### config.mk
export PLATFORM = sky130hd
export DESIGN_NAME = strata_counter_table_unit_flat
export DESIGN_NICKNAME = d
export VERILOG_FILES = /design/src/sct_pkg.sv /design/src/sct_req_if.sv /design/src/sct_rsp_if.sv /design/src/strata_counter_table_unit.sv /design/src/flat_wrapper.sv
export SDC_FILE = /design/constraint.sdc
export NUM_CORES = 2
export LEC_CHECK = 0
export CORE_MARGIN = 5
export CORE_UTILIZATION = 57
export DETAILED_ROUTE_END_ITERATION = 10
export DONT_BUFFER_PORTS = 1
export MAX_ROUTING_LAYER = met4
export PLACE_DENSITY = 0.8
export SETUP_SLACK_MARGIN = 0.5
export SLEW_MARGIN = 15
export SYNTH_ARGS = -nofsm -noshare
export SYNTH_HDL_FRONTEND = slang
export SYNTH_SLANG_ARGS = --single-unit
### constraint.sdc
create_clock -name clk_i -period 6.6 [get_ports clk_i]
set_input_delay 0.33 -clock clk_i [delete_from_list [all_inputs] [get_ports clk_i]]
set_output_delay 0.33 -clock clk_i [all_outputs]
set_load 0.02 [all_outputs]
### src/sct_pkg.sv
// ----------------------------------------------------------------------------
// Strata counter table package
// Shared field widths, item kinds and configuration register indexes.
// ----------------------------------------------------------------------------
package sct_pkg;

  localparam int unsigned StratumW  = 6;
  localparam int unsigned ValueW    = 32;
  localparam int unsigned UsedW     = 7;
  localparam int unsigned MatchW    = 38;
  localparam int unsigned CfgIdxW   = 1;
  localparam int unsigned CfgDataW  = 38;

  typedef enum logic [1:0] {
    KIND_SET   = 2'd0,
    KIND_INC   = 2'd1,
    KIND_DEC   = 2'd2,
    KIND_QUERY = 2'd3
  } kind_e;

  typedef enum logic [CfgIdxW-1:0] {
    CFG_MIN_STRATA  = 1'b0,
    CFG_MAX_MATCHES = 1'b1
  } cfg_idx_e;

  localparam logic [MatchW-1:0] MaxMatchesRst = '1;

endpackage

### src/sct_req_if.sv
// ----------------------------------------------------------------------------
// Strata counter table request channel
// Valid/ready channel that carries one update or query item.
// ----------------------------------------------------------------------------
interface sct_req_if import sct_pkg::*; ();

  logic                valid;
  logic                ready;
  kind_e               kind;
  logic [StratumW-1:0] stratum;
  logic [ValueW-1:0]   value;
  logic [StratumW-1:0] begin_stratum;

  modport source (output valid, kind, stratum, value, begin_stratum, input ready);
  modport sink   (input valid, kind, stratum, value, begin_stratum, output ready);

endinterface

### src/sct_rsp_if.sv
// ----------------------------------------------------------------------------
// Strata counter table result channel
// Valid/ready channel that carries the table summary for one item.
// ----------------------------------------------------------------------------
interface sct_rsp_if import sct_pkg::*; ();

  logic                valid;
  logic                ready;
  logic [ValueW-1:0]   counter_value;
  logic [UsedW-1:0]    strata_in_use;
  logic                next_found;
  logic [StratumW-1:0] next_stratum;
  logic                uniq_found;
  logic [StratumW-1:0] uniq_gap;
  logic                min_found;
  logic [UsedW-1:0]    min_strata;
  logic [UsedW-1:0]    decode_strata;
  logic [MatchW-1:0]   decode_matches;
  logic [MatchW-1:0]   total_matches;
  logic                index_error;

  modport source (
    output valid, counter_value, strata_in_use, next_found, next_stratum, uniq_found,
           uniq_gap, min_found, min_strata, decode_strata, decode_matches,
           total_matches, index_error,
    input  ready
  );
  modport sink (
    input  valid, counter_value, strata_in_use, next_found, next_stratum, uniq_found,
           uniq_gap, min_found, min_strata, decode_strata, decode_matches,
           total_matches, index_error,
    output ready
  );

endinterface

### src/strata_counter_table_unit.sv
// ----------------------------------------------------------------------------
// Strata counter table unit
// Per-stratum match counters in a synchronous memory. Each in-range update
// writes one counter, then a scan over the used strata builds the table summary.
// ----------------------------------------------------------------------------
//  Channel   Direction  Handshake       Contents
//  req_i     in         valid/ready     kind, stratum, value, begin_stratum
//  rsp_o     out        valid/ready     counter summary, one per request
//  cfg       in         cfg_we_i        decode strata floor, decode match limit
//
//  An update passes through a read-modify-write state, a scan of the used
//  strata through the single memory read port, and a final state that loads
//  the result. Queries and out-of-range updates skip the write state. The next
//  request is taken after the result is loaded, so the used count sets the
//  time.
//  Reset clears the valid bits and the used count; no memory clearing pass.
//  A stalled result sits in the output register while the next request is
//  taken; the unit waits in its final state only if that register is full.
// ----------------------------------------------------------------------------
module strata_counter_table_unit import sct_pkg::*; #(
  parameter int unsigned DEPTH       = 64,
  parameter int unsigned COUNT_WIDTH = 32
) (
  input  logic                clk_i,
  input  logic                rst_ni,
  input  logic                cfg_we_i,
  input  logic [CfgIdxW-1:0]  cfg_idx_i,
  input  logic [CfgDataW-1:0] cfg_data_i,
  sct_req_if.sink             req_i,
  sct_rsp_if.source           rsp_o
);

  // Only strata reachable by the 6-bit index are ever stored.
  localparam int unsigned MemD  = (DEPTH < 2 ** StratumW) ? DEPTH : 2 ** StratumW;
  localparam int unsigned AddrW = $clog2(MemD);
  localparam int unsigned SumW  = (COUNT_WIDTH + StratumW > 64) ? 64
                                                                : COUNT_WIDTH + StratumW;
  localparam int unsigned CmpW  = (SumW > MatchW) ? SumW : MatchW;

  typedef enum logic [1:0] {
    ST_IDLE,
    ST_UPD,
    ST_SCAN,
    ST_FIN
  } state_e;

  typedef struct packed {
    logic [ValueW-1:0]   counter_value;
    logic [UsedW-1:0]    strata_in_use;
    logic                next_found;
    logic [StratumW-1:0] next_stratum;
    logic                uniq_found;
    logic [StratumW-1:0] uniq_gap;
    logic                min_found;
    logic [UsedW-1:0]    min_strata;
    logic [UsedW-1:0]    decode_strata;
    logic [MatchW-1:0]   decode_matches;
    logic [MatchW-1:0]   total_matches;
    logic                index_error;
  } res_t;

  state_e                 state_q;
  kind_e                  kind_q;
  logic [StratumW-1:0]    strat_q;
  logic [ValueW-1:0]      value_q;
  logic [StratumW-1:0]    begin_q;
  logic                   err_q;
  logic [UsedW-1:0]       used_q;
  logic [UsedW-1:0]       min_q;
  logic [MatchW-1:0]      max_q;
  logic [MemD-1:0]        vld_q;

  logic [COUNT_WIDTH-1:0] mem_q [MemD];
  logic [COUNT_WIDTH-1:0] rdata_q;
  logic                   rvld_q;

  logic [UsedW-1:0]       rd_idx_q;
  logic                   pend_q;
  logic [UsedW-1:0]       pidx_q;

  logic                   nf_q;
  logic [StratumW-1:0]    ns_q;
  logic [ValueW-1:0]      cval_q;
  logic                   mf_q;
  logic [UsedW-1:0]       ms_q;
  logic                   uend_q;
  logic                   useen_q;
  logic [StratumW-1:0]    ud_q;
  logic                   cut_q;
  logic [UsedW-1:0]       strata_q;
  logic [UsedW-1:0]       ds_q;
  logic [SumW-1:0]        acc_q;
  logic [SumW-1:0]        tot_q;

  logic                   rsp_vld_q;
  res_t                   res_q;

  logic                   req_acc;
  logic                   req_err;
  logic [AddrW-1:0]       raddr;
  logic                   mem_we;
  logic [COUNT_WIDTH-1:0] old_cnt;
  logic [COUNT_WIDTH-1:0] new_cnt;
  logic [COUNT_WIDTH-1:0] cur_c;
  logic                   c_nz;
  logic [SumW-1:0]        sum_ac;
  logic [UsedW-1:0]       strata_n;
  logic                   cut_now;
  logic                   res_free;
  res_t                   res_d;

  assign req_i.ready = (state_q == ST_IDLE);
  assign req_acc     = req_i.valid && req_i.ready;
  assign req_err     = (req_i.kind != KIND_QUERY) &&
                       (32'(req_i.stratum) >= 32'(DEPTH));

  assign raddr  = (state_q == ST_SCAN) ? rd_idx_q[AddrW-1:0] : req_i.stratum[AddrW-1:0];
  assign mem_we = (state_q == ST_UPD);

  // Entries never written since reset read as zero.
  assign old_cnt = rvld_q ? rdata_q : '0;
  assign cur_c   = old_cnt;
  assign c_nz    = (cur_c != '0);

  always_comb begin
    case (kind_q)
      KIND_SET: new_cnt = COUNT_WIDTH'(value_q);
      KIND_INC: new_cnt = old_cnt + COUNT_WIDTH'(1);
      KIND_DEC: new_cnt = old_cnt - COUNT_WIDTH'(1);
      default:  new_cnt = old_cnt;
    endcase
  end

  assign sum_ac   = acc_q + SumW'(cur_c);
  assign strata_n = (c_nz || (strata_q != '0)) ? strata_q + UsedW'(1) : strata_q;
  assign cut_now  = (CmpW'(sum_ac) > CmpW'(max_q)) && (strata_n > min_q);

  assign res_free = !rsp_vld_q || rsp_o.ready;

  always_comb begin
    res_d.counter_value  = cval_q;
    res_d.strata_in_use  = used_q;
    res_d.next_found     = nf_q;
    res_d.next_stratum   = ns_q;
    res_d.uniq_found     = useen_q;
    res_d.uniq_gap       = useen_q ? ud_q : '0;
    res_d.min_found      = mf_q;
    res_d.min_strata     = ms_q;
    res_d.decode_strata  = cut_q ? ds_q : used_q;
    res_d.decode_matches = MatchW'(acc_q);
    res_d.total_matches  = MatchW'(tot_q);
    res_d.index_error    = err_q;
  end

  // Counter memory: one write and one registered read per cycle.
  always_ff @(posedge clk_i) begin
    if (mem_we) begin
      mem_q[strat_q[AddrW-1:0]] <= new_cnt;
    end
    rdata_q <= mem_q[raddr];
  end

  always_ff @(posedge clk_i or negedge rst_ni) begin
    if (!rst_ni) begin
      state_q   <= ST_IDLE;
      kind_q    <= KIND_QUERY;
      strat_q   <= '0;
      value_q   <= '0;
      begin_q   <= '0;
      err_q     <= 1'b0;
      used_q    <= '0;
      min_q     <= '0;
      max_q     <= MaxMatchesRst;
      vld_q     <= '0;
      rvld_q    <= 1'b0;
      rd_idx_q  <= '0;
      pend_q    <= 1'b0;
      pidx_q    <= '0;
      nf_q      <= 1'b0;
      ns_q      <= '0;
      cval_q    <= '0;
      mf_q      <= 1'b0;
      ms_q      <= '0;
      uend_q    <= 1'b0;
      useen_q   <= 1'b0;
      ud_q      <= '0;
      cut_q     <= 1'b0;
      strata_q  <= '0;
      ds_q      <= '0;
      acc_q     <= '0;
      tot_q     <= '0;
      rsp_vld_q <= 1'b0;
      res_q     <= '0;
    end else begin
      rvld_q <= vld_q[raddr];

      if (cfg_we_i) begin
        unique case (cfg_idx_e'(cfg_idx_i))
          CFG_MIN_STRATA:  min_q <= cfg_data_i[UsedW-1:0];
          CFG_MAX_MATCHES: max_q <= cfg_data_i[MatchW-1:0];
          default: ;
        endcase
      end

      // The final state reloads the register itself when the old result leaves.
      if (rsp_vld_q && rsp_o.ready && (state_q != ST_FIN)) begin
        rsp_vld_q <= 1'b0;
      end

      unique case (state_q)
        ST_IDLE: begin
          if (req_acc) begin
            kind_q   <= req_i.kind;
            strat_q  <= req_i.stratum;
            value_q  <= req_i.value;
            begin_q  <= req_i.begin_stratum;
            err_q    <= req_err;
            rd_idx_q <= '0;
            pend_q   <= 1'b0;
            nf_q     <= 1'b0;
            ns_q     <= '0;
            cval_q   <= '0;
            mf_q     <= 1'b0;
            ms_q     <= '0;
            uend_q   <= 1'b0;
            useen_q  <= 1'b0;
            ud_q     <= '0;
            cut_q    <= 1'b0;
            strata_q <= '0;
            ds_q     <= '0;
            acc_q    <= '0;
            tot_q    <= '0;
            state_q  <= (req_err || (req_i.kind == KIND_QUERY)) ? ST_SCAN : ST_UPD;
          end
        end

        ST_UPD: begin
          vld_q[strat_q[AddrW-1:0]] <= 1'b1;
          cval_q <= ValueW'(new_cnt);
          if (used_q < UsedW'(strat_q) + UsedW'(1)) begin
            used_q <= UsedW'(strat_q) + UsedW'(1);
          end
          state_q <= ST_SCAN;
        end

        ST_SCAN: begin
          if (rd_idx_q < used_q) begin
            rd_idx_q <= rd_idx_q + UsedW'(1);
            pend_q   <= 1'b1;
            pidx_q   <= rd_idx_q;
          end else begin
            pend_q <= 1'b0;
          end

          if (pend_q) begin
            tot_q <= tot_q + SumW'(cur_c);

            if (!nf_q && (pidx_q >= UsedW'(begin_q)) && c_nz) begin
              nf_q <= 1'b1;
              ns_q <= pidx_q[StratumW-1:0];
              if (kind_q == KIND_QUERY) begin
                cval_q <= ValueW'(cur_c);
              end
            end

            if (!mf_q && c_nz) begin
              mf_q <= 1'b1;
              ms_q <= pidx_q + UsedW'(1);
            end

            // The degree counts empty strata after a lone single match.
            if (!uend_q) begin
              if (!c_nz) begin
                if (useen_q) begin
                  ud_q <= ud_q + StratumW'(1);
                end
              end else if ((cur_c == COUNT_WIDTH'(1)) && !useen_q) begin
                useen_q <= 1'b1;
              end else begin
                uend_q <= 1'b1;
              end
            end

            if (!cut_q) begin
              strata_q <= strata_n;
              if (cut_now) begin
                cut_q <= 1'b1;
                ds_q  <= pidx_q;
              end else begin
                acc_q <= sum_ac;
              end
            end
          end

          if ((rd_idx_q == used_q) && !pend_q) begin
            state_q <= ST_FIN;
          end
        end

        ST_FIN: begin
          if (res_free) begin
            res_q     <= res_d;
            rsp_vld_q <= 1'b1;
            state_q   <= ST_IDLE;
          end
        end

        default: state_q <= ST_IDLE;
      endcase
    end
  end

  assign rsp_o.valid          = rsp_vld_q;
  assign rsp_o.counter_value  = res_q.counter_value;
  assign rsp_o.strata_in_use  = res_q.strata_in_use;
  assign rsp_o.next_found     = res_q.next_found;
  assign rsp_o.next_stratum   = res_q.next_stratum;
  assign rsp_o.uniq_found     = res_q.uniq_found;
  assign rsp_o.uniq_gap       = res_q.uniq_gap;
  assign rsp_o.min_found      = res_q.min_found;
  assign rsp_o.min_strata     = res_q.min_strata;
  assign rsp_o.decode_strata  = res_q.decode_strata;
  assign rsp_o.decode_matches = res_q.decode_matches;
  assign rsp_o.total_matches  = res_q.total_matches;
  assign rsp_o.index_error    = res_q.index_error;

  a_one_item_in_flight: assert property (@(posedge clk_i) disable iff (!rst_ni)
    req_acc |=> !req_i.ready)
    else $error("request taken while an item is in progress");

  a_no_update_on_error: assert property (@(posedge clk_i) disable iff (!rst_ni)
    (state_q == ST_UPD) |-> !err_q)
    else $error("counter update for an out-of-range stratum");

  a_error_value_zero: assert property (@(posedge clk_i) disable iff (!rst_ni)
    (rsp_vld_q && res_q.index_error) |-> (res_q.counter_value == '0))
    else $error("nonzero counter value on an index error");

  a_decode_within_used: assert property (@(posedge clk_i) disable iff (!rst_ni)
    rsp_vld_q |-> (res_q.decode_strata <= res_q.strata_in_use))
    else $error("decode cut beyond the used strata");

  a_min_found_match: assert property (@(posedge clk_i) disable iff (!rst_ni)
    rsp_vld_q |-> (res_q.min_found == (res_q.min_strata != '0)))
    else $error("min_found disagrees with min_strata");

endmodule
### src/flat_wrapper.sv
// flat-port wrapper written by rule: the top's interface ports become plain ports
module strata_counter_table_unit_flat import sct_pkg::*;
#(
  parameter int unsigned DEPTH       = 64,
  parameter int unsigned COUNT_WIDTH = 32
)
  (clk_i, rst_ni, cfg_we_i, cfg_idx_i, cfg_data_i, req_i_valid, req_i_kind, req_i_stratum, req_i_value, req_i_begin_stratum, req_i_ready, rsp_o_valid, rsp_o_counter_value, rsp_o_strata_in_use, rsp_o_next_found, rsp_o_next_stratum, rsp_o_uniq_found, rsp_o_uniq_gap, rsp_o_min_found, rsp_o_min_strata, rsp_o_decode_strata, rsp_o_decode_matches, rsp_o_total_matches, rsp_o_index_error, rsp_o_ready);
  sct_req_if req_i_i ();
  sct_rsp_if rsp_o_i ();
  input  logic clk_i;
  input  logic rst_ni;
  input  logic cfg_we_i;
  input  logic [CfgIdxW-1:0] cfg_idx_i;
  input  logic [CfgDataW-1:0] cfg_data_i;
  input wire logic [$bits(req_i_i.valid)-1:0] req_i_valid;
  input wire logic [$bits(req_i_i.kind)-1:0] req_i_kind;
  input wire logic [$bits(req_i_i.stratum)-1:0] req_i_stratum;
  input wire logic [$bits(req_i_i.value)-1:0] req_i_value;
  input wire logic [$bits(req_i_i.begin_stratum)-1:0] req_i_begin_stratum;
  output wire logic [$bits(req_i_i.ready)-1:0] req_i_ready;
  output wire logic [$bits(rsp_o_i.valid)-1:0] rsp_o_valid;
  output wire logic [$bits(rsp_o_i.counter_value)-1:0] rsp_o_counter_value;
  output wire logic [$bits(rsp_o_i.strata_in_use)-1:0] rsp_o_strata_in_use;
  output wire logic [$bits(rsp_o_i.next_found)-1:0] rsp_o_next_found;
  output wire logic [$bits(rsp_o_i.next_stratum)-1:0] rsp_o_next_stratum;
  output wire logic [$bits(rsp_o_i.uniq_found)-1:0] rsp_o_uniq_found;
  output wire logic [$bits(rsp_o_i.uniq_gap)-1:0] rsp_o_uniq_gap;
  output wire logic [$bits(rsp_o_i.min_found)-1:0] rsp_o_min_found;
  output wire logic [$bits(rsp_o_i.min_strata)-1:0] rsp_o_min_strata;
  output wire logic [$bits(rsp_o_i.decode_strata)-1:0] rsp_o_decode_strata;
  output wire logic [$bits(rsp_o_i.decode_matches)-1:0] rsp_o_decode_matches;
  output wire logic [$bits(rsp_o_i.total_matches)-1:0] rsp_o_total_matches;
  output wire logic [$bits(rsp_o_i.index_error)-1:0] rsp_o_index_error;
  input wire logic [$bits(rsp_o_i.ready)-1:0] rsp_o_ready;
  assign req_i_i.valid = req_i_valid;
  assign req_i_i.kind = req_i_kind;
  assign req_i_i.stratum = req_i_stratum;
  assign req_i_i.value = req_i_value;
  assign req_i_i.begin_stratum = req_i_begin_stratum;
  assign req_i_ready = req_i_i.ready;
  assign rsp_o_valid = rsp_o_i.valid;
  assign rsp_o_counter_value = rsp_o_i.counter_value;
  assign rsp_o_strata_in_use = rsp_o_i.strata_in_use;
  assign rsp_o_next_found = rsp_o_i.next_found;
  assign rsp_o_next_stratum = rsp_o_i.next_stratum;
  assign rsp_o_uniq_found = rsp_o_i.uniq_found;
  assign rsp_o_uniq_gap = rsp_o_i.uniq_gap;
  assign rsp_o_min_found = rsp_o_i.min_found;
  assign rsp_o_min_strata = rsp_o_i.min_strata;
  assign rsp_o_decode_strata = rsp_o_i.decode_strata;
  assign rsp_o_decode_matches = rsp_o_i.decode_matches;
  assign rsp_o_total_matches = rsp_o_i.total_matches;
  assign rsp_o_index_error = rsp_o_i.index_error;
  assign rsp_o_i.ready = rsp_o_ready;
  strata_counter_table_unit #(.DEPTH(DEPTH), .COUNT_WIDTH(COUNT_WIDTH)) u_core (.clk_i(clk_i), .rst_ni(rst_ni), .cfg_we_i(cfg_we_i), .cfg_idx_i(cfg_idx_i), .cfg_data_i(cfg_data_i), .req_i(req_i_i), .rsp_o(rsp_o_i));
endmodule
==> results by stage <==
Power and ir drop:
- Sequential cells account for ~54% of the total power.
- The clock network burns around 45% of the power.
- In this run the power density over the cells is approximately 270 nW/um2.
- The internal power of the cells totals ~26 mW.
- The worst-case IR drop observed on VDD is 287 uV.
- The design draws 32.2 mW.
- Of the total power, the share spent switching nets is 20.4%.
- Summed over all cells, the static leakage comes to between 30 and 40 nW.
- The switching power is ~6.6 mW.
- Of the total power, combinational logic draws 1.2%.

Floorplanning:
- In this run the vertical extent of the chip is about 440 um.
- The placeable core region is ~190000 um2.
- The initialized floorplan defines about 160 standard-cell rows.
- The die covers 196000 um2.
- Once the floorplan was initialized, standard cells occupied about 57% of the core.
- In this run the count of I/O pins placed on the die edge is roughly 240.
- The die width is 443 um.

Min path:
- The type of the worst min-delay path is input pin to asynchronous set/reset pin.

Synthesis:
- In this run, synthesis inferred 2048 flip-flops with an integrated enable.
- The post-synthesis instance total is 6474.
- The share of the yosys chip area belonging to registers is between 60 and 70%.
- The synthesized area divided by synthesized cell count is around 17 um2.
- The share of synthesized flip-flops with an asynchronous set or reset is a little under a fifth.
- After synthesis, the netlist uses 102 different library cells.
- The count of yosys warnings during synthesis is 0.
- The total of flip-flops plus latches after synthesis is around 2600.
- Synthesis produced a netlist with a net count of 6679.
- The most instantiated flip-flop cell in the synthesis netlist is sky130_fd_sc_hd__edfxtp_1.
- The synthesized area is roughly 110000 um2.

Finish:
- Summing all non-filler instances in the final layout gives an area of approximately 120000 um2.
- The most common cell after layout, fill and taps aside is sky130_fd_sc_hd__edfxtp_1.
- Counting the fill cells in the layout gives 11932.
- The flip-flop and latch area is between 70000 and 80000 um2.
- The library cells used most frequently in the layout, excluding fill and tap cells, are sky130_fd_sc_hd__edfxtp_1 (2048), sky130_fd_sc_hd__mux4_2 (529), sky130_fd_sc_hd__nand2_1 (528), sky130_fd_sc_hd__dfrtp_1 (430), sky130_fd_sc_hd__clkbuf_16 (243).
- The combined area of the multi-input logic cells is about 32000 um2.
- The layout cell share with drive strength beyond 1 is about 24%.
- The relative area change from synthesis to final layout is 13.3%.
- The number of nets in the layout is approximately 7000.

STA:
- The post-route worst hold slack is -806 ps.
- The final count of pins violating max slew is 0.
- Setup repair after global routing could not meet its margin everywhere.
- The number of hold-slack violations in the final timing report is 471.
- The portion of the clock cycle consumed by the worst path in the final layout is about nine tenths.
- The maximum achievable frequency is about 170 MHz.
- The setup TNS after final layout is 0 ps.
- The relative max-transition margin is about 7.1%.
- The final setup violation count is 0.
- On the final layout, the worst clock skew is 102 ps.
- For the pin with the worst max-slew slack, the measured transition is around 1400 ps.
- The post-route minimum period is between 6000 and 7000 ps.

Drt:
- The pre-antenna-repair detailed-routing pass consisted of 8 iterations.
- The detailed router finished its first iteration with around 9600 violations.
- The residual antenna-violating net count after detailed routing is 0.
- In the final routed layout, each cell accounts on average for approximately 35 um.
- The vias after detailed routing is roughly 66000.
- The overall routed net length is about 330000 um.
- In the routed design, unresolved DRC markers number 0.
- Using the TritonRoute via totals, the vias-per-cell ratio works out to about 7.

Status:
- The final reports fail on hold timing.
- The run finished, with violations left.

Clock network:
- After clock tree synthesis, the clock-pin slew on the worst setup and hold paths is ~60 ps.
- In this run the clock root is driven by a sky130_fd_sc_hd__clkbuf_16.
- The later pin in the worst-skew pair is clocked with a latency of ~930 ps.
- The number of levels the H-tree was split into is 4.
- The count of hold-fix buffers inserted at cts is 102.
- The maximum clock path buffer count is 3.
- The clock net sink count is 2551.
- The CTS tree is built.
- The TritonCTS buffer count is 240.

Placed design:
- The total of buffers placed on input and output ports is 0.
- At the end of routability-driven placement, the weighted congestion stood at 0.957.
- The placement-stage cell area is approximately 110000 um2.
- The placed wire-length estimate is roughly 190000 um.

Worst setup path:
- In this run the critical register-to-register path is captured at u_core.acc_q[34].
- The capturing element type of the critical path is a register.
- The critical path in this run is classified as register to register.
- The largest fanout on the critical path is 21.
- The startpoint identified for the worst register-to-register timing path is u_core.rvld_q.
- The flop-to-flop setup slack is just under 600 ps.
- STA puts the critical path data arrival time at roughly 6700 ps.
- The number of cells on the worst reg-to-reg path is 26.
- The required time of the critical path is 7310 ps.
- The critical path startpoint category is a register.

Global route:
- The overflow left after global routing is 0.
- The number of global-route vias before repair came to 65586.
- The first-pass GRT wire length is roughly 470000 um.
- The global router's overall resource usage is between 30 and 40%.
- The initial antenna violation count is 13.
- Entering global routing, the biggest net connects 472 pins.

Run:
- The count of maximum capacitance violations is 0.
-- timing repair --
action | 4_1_cts | 5_1_grt
cloned | 0 | 3
endpoints found under the hold margin | 571 | 471
setup endpoints to repair | 45 | 45
setup buffers | 6 | 10
gates resized for setup | 7 | 41
pin swaps | 5 | 17
-- cells in the mapped netlist (28+ instances only) --
| master | instances | area share, % |
|---|---|---|
| sky130_fd_sc_hd__buf_2 | 40 | 0.19 |
| sky130_fd_sc_hd__o21ai_0 | 191 | 0.89 |
| sky130_fd_sc_hd__dfstp_2 | 40 | 0.98 |
| sky130_fd_sc_hd__or2_2 | 73 | 0.43 |
| sky130_fd_sc_hd__ha_1 | 115 | 1.3 |
| sky130_fd_sc_hd__mux2_2 | 217 | 2.3 |
| sky130_fd_sc_hd__nand4_1 | 28 | 0.16 |
| sky130_fd_sc_hd__a311oi_1 | 70 | 0.57 |
| sky130_fd_sc_hd__nor2_1 | 205 | 0.72 |
| sky130_fd_sc_hd__xor2_1 | 37 | 0.30 |
| sky130_fd_sc_hd__a21oi_1 | 211 | 0.99 |
| sky130_fd_sc_hd__nor3_1 | 37 | 0.17 |
| sky130_fd_sc_hd__nand3_1 | 84 | 0.39 |
| sky130_fd_sc_hd__a211oi_1 | 186 | 1.3 |
| sky130_fd_sc_hd__a31oi_1 | 94 | 0.55 |
| sky130_fd_sc_hd__dfrtp_1 | 431 | 10 |
| sky130_fd_sc_hd__edfxtp_1 | 2048 | 58 |
| sky130_fd_sc_hd__mux4_2 | 529 | 11 |
| sky130_fd_sc_hd__a22oi_1 | 29 | 0.20 |
| sky130_fd_sc_hd__o31ai_1 | 36 | 0.25 |
| sky130_fd_sc_hd__xnor2_1 | 91 | 0.75 |
| sky130_fd_sc_hd__dfxtp_1 | 32 | 0.60 |
| sky130_fd_sc_hd__buf_1 | 90 | 0.32 |
| sky130_fd_sc_hd__and3_1 | 32 | 0.19 |
| sky130_fd_sc_hd__a22o_1 | 40 | 0.33 |
| sky130_fd_sc_hd__clkbuf_1 | 287 | 1.0 |
| sky130_fd_sc_hd__nand2b_1 | 32 | 0.19 |
| sky130_fd_sc_hd__inv_1 | 107 | 0.38 |
| sky130_fd_sc_hd__a21o_1 | 40 | 0.28 |
| sky130_fd_sc_hd__nand2_1 | 535 | 1.9 |
| sky130_fd_sc_hd__and2_1 | 158 | 0.92 |
-- kinds of logic after synthesis --
group	share of synthesized area, %
compound gates	6.93
xor+xnor	1.06
fa+ha+maj	1.42
buf+inv	2.02
flops	69.2
mux	13.7
other cells	0.00351
simple gates	5.68
-- cell type report --
| type | instances | area share, % |
|---|---|---|
| diodes | 9 | 0.0186 |
| flip-flops and latches | 2551 | 61.1 |
| clock buffers | 321 | 5.38 |
| inverters | 109 | 0.344 |
| well taps | 2495 | 2.58 |
| multi-input cells | 3382 | 26.3 |
| repair buffers | 366 | 2.85 |
| clock inverters | 131 | 1.42 |
-- per-layer routing --
metal / routed length (um) / share of wire, % / track usage, %
met5: 0 / 0 / -
met4: 26300 / 8.0 / 21.6
met1: 110000 / 33 / 41.2
met2: 156000 / 47 / 52.2
met3: 38400 / 12 / 8.72
-- critical path: stages, from the launching register on --
cell and delay [ps]:
sky130_fd_sc_hd__dfrtp_4 530, sky130_fd_sc_hd__buf_4 240, sky130_fd_sc_hd__and2_4 220, sky130_fd_sc_hd__a2111oi_4 360
sky130_fd_sc_hd__o22ai_2 130, sky130_fd_sc_hd__o31a_1 390, sky130_fd_sc_hd__a2111oi_4 410, sky130_fd_sc_hd__a211oi_2 60
sky130_fd_sc_hd__a211o_1 340, sky130_fd_sc_hd__a211oi_4 270, sky130_fd_sc_hd__buf_6 150, sky130_fd_sc_hd__o21ai_2 60
sky130_fd_sc_hd__xnor2_1 140, sky130_fd_sc_hd__ha_1 300, sky130_fd_sc_hd__nand4_1 180, sky130_fd_sc_hd__nor3_4 280
sky130_fd_sc_hd__nand4_1 150, sky130_fd_sc_hd__buf_6 160, sky130_fd_sc_hd__a211oi_2 150, sky130_fd_sc_hd__a2111oi_1 70
sky130_fd_sc_hd__o211ai_1 200, sky130_fd_sc_hd__buf_4 200, sky130_fd_sc_hd__a21oi_4 60, sky130_fd_sc_hd__buf_4 160
sky130_fd_sc_hd__buf_12 150, sky130_fd_sc_hd__and2_1 170, sky130_fd_sc_hd__a221o_1 280
-- worst max path at each step --
stage / from / to / slack [ps] / cells past startpoint
5_1_grt: u_core.rvld_q / u_core.acc_q[34] / 430 / 28
3_3_place_gp: u_core.rvld_q / u_core.acc_q[35] / 220 / 25
3_5_place_dp: u_core.rvld_q / u_core.acc_q[35] / 200 / 25
4_1_cts: u_core.rvld_q / u_core.acc_q[35] / 520 / 26
2_1_floorplan: u_core.rvld_q / u_core.mem_q[0][12] / 510 / 16
6_report: u_core.rvld_q / u_core.acc_q[34] / 590 / 26
-- power groups by stage --
stage | logic (mW) | registers (mW) | clock network [mW]
detailed placement | 0.321 | 17.7 | 0
floorplan | 0.254 | 17.6 | 0
CTS | 0.382 | 17.3 | 14.5
global route | 0.431 | 17.3 | 15.3
global placement | 0.316 | 17.7 | 0
finish | 0.391 | 17.3 | 14.5
-- registers in the layout, indices dropped and copies added (netlist names), 32 cells and up --
signal                       count
u_core.acc_q                    38
u_core.cval_q                   32
u_core.max_q                    38
u_core.mem_q                  2048
u_core.rdata_q                  32
u_core.rsp_o.counter_value      32
u_core.rsp_o.decode_matches     38
u_core.rsp_o.total_matches      38
u_core.tot_q                    38
u_core.value_q                  32
u_core.vld_q                    64
-- metrics by stage --
step	utilization, %	worst slack (ps)	cells	hold slack, ps
6_report	64.7	594	9364	-806
4_1_cts	64.5	517	9339	-901
2_1_floorplan	-	506	6474	34.4
3_3_place_gp	59.5	221	8778	45.4
3_5_place_dp	59.5	195	8779	45.6
5_1_grt	64.7	432	9361	-863
No activity file was read; power rests on OpenSTA's default activity.
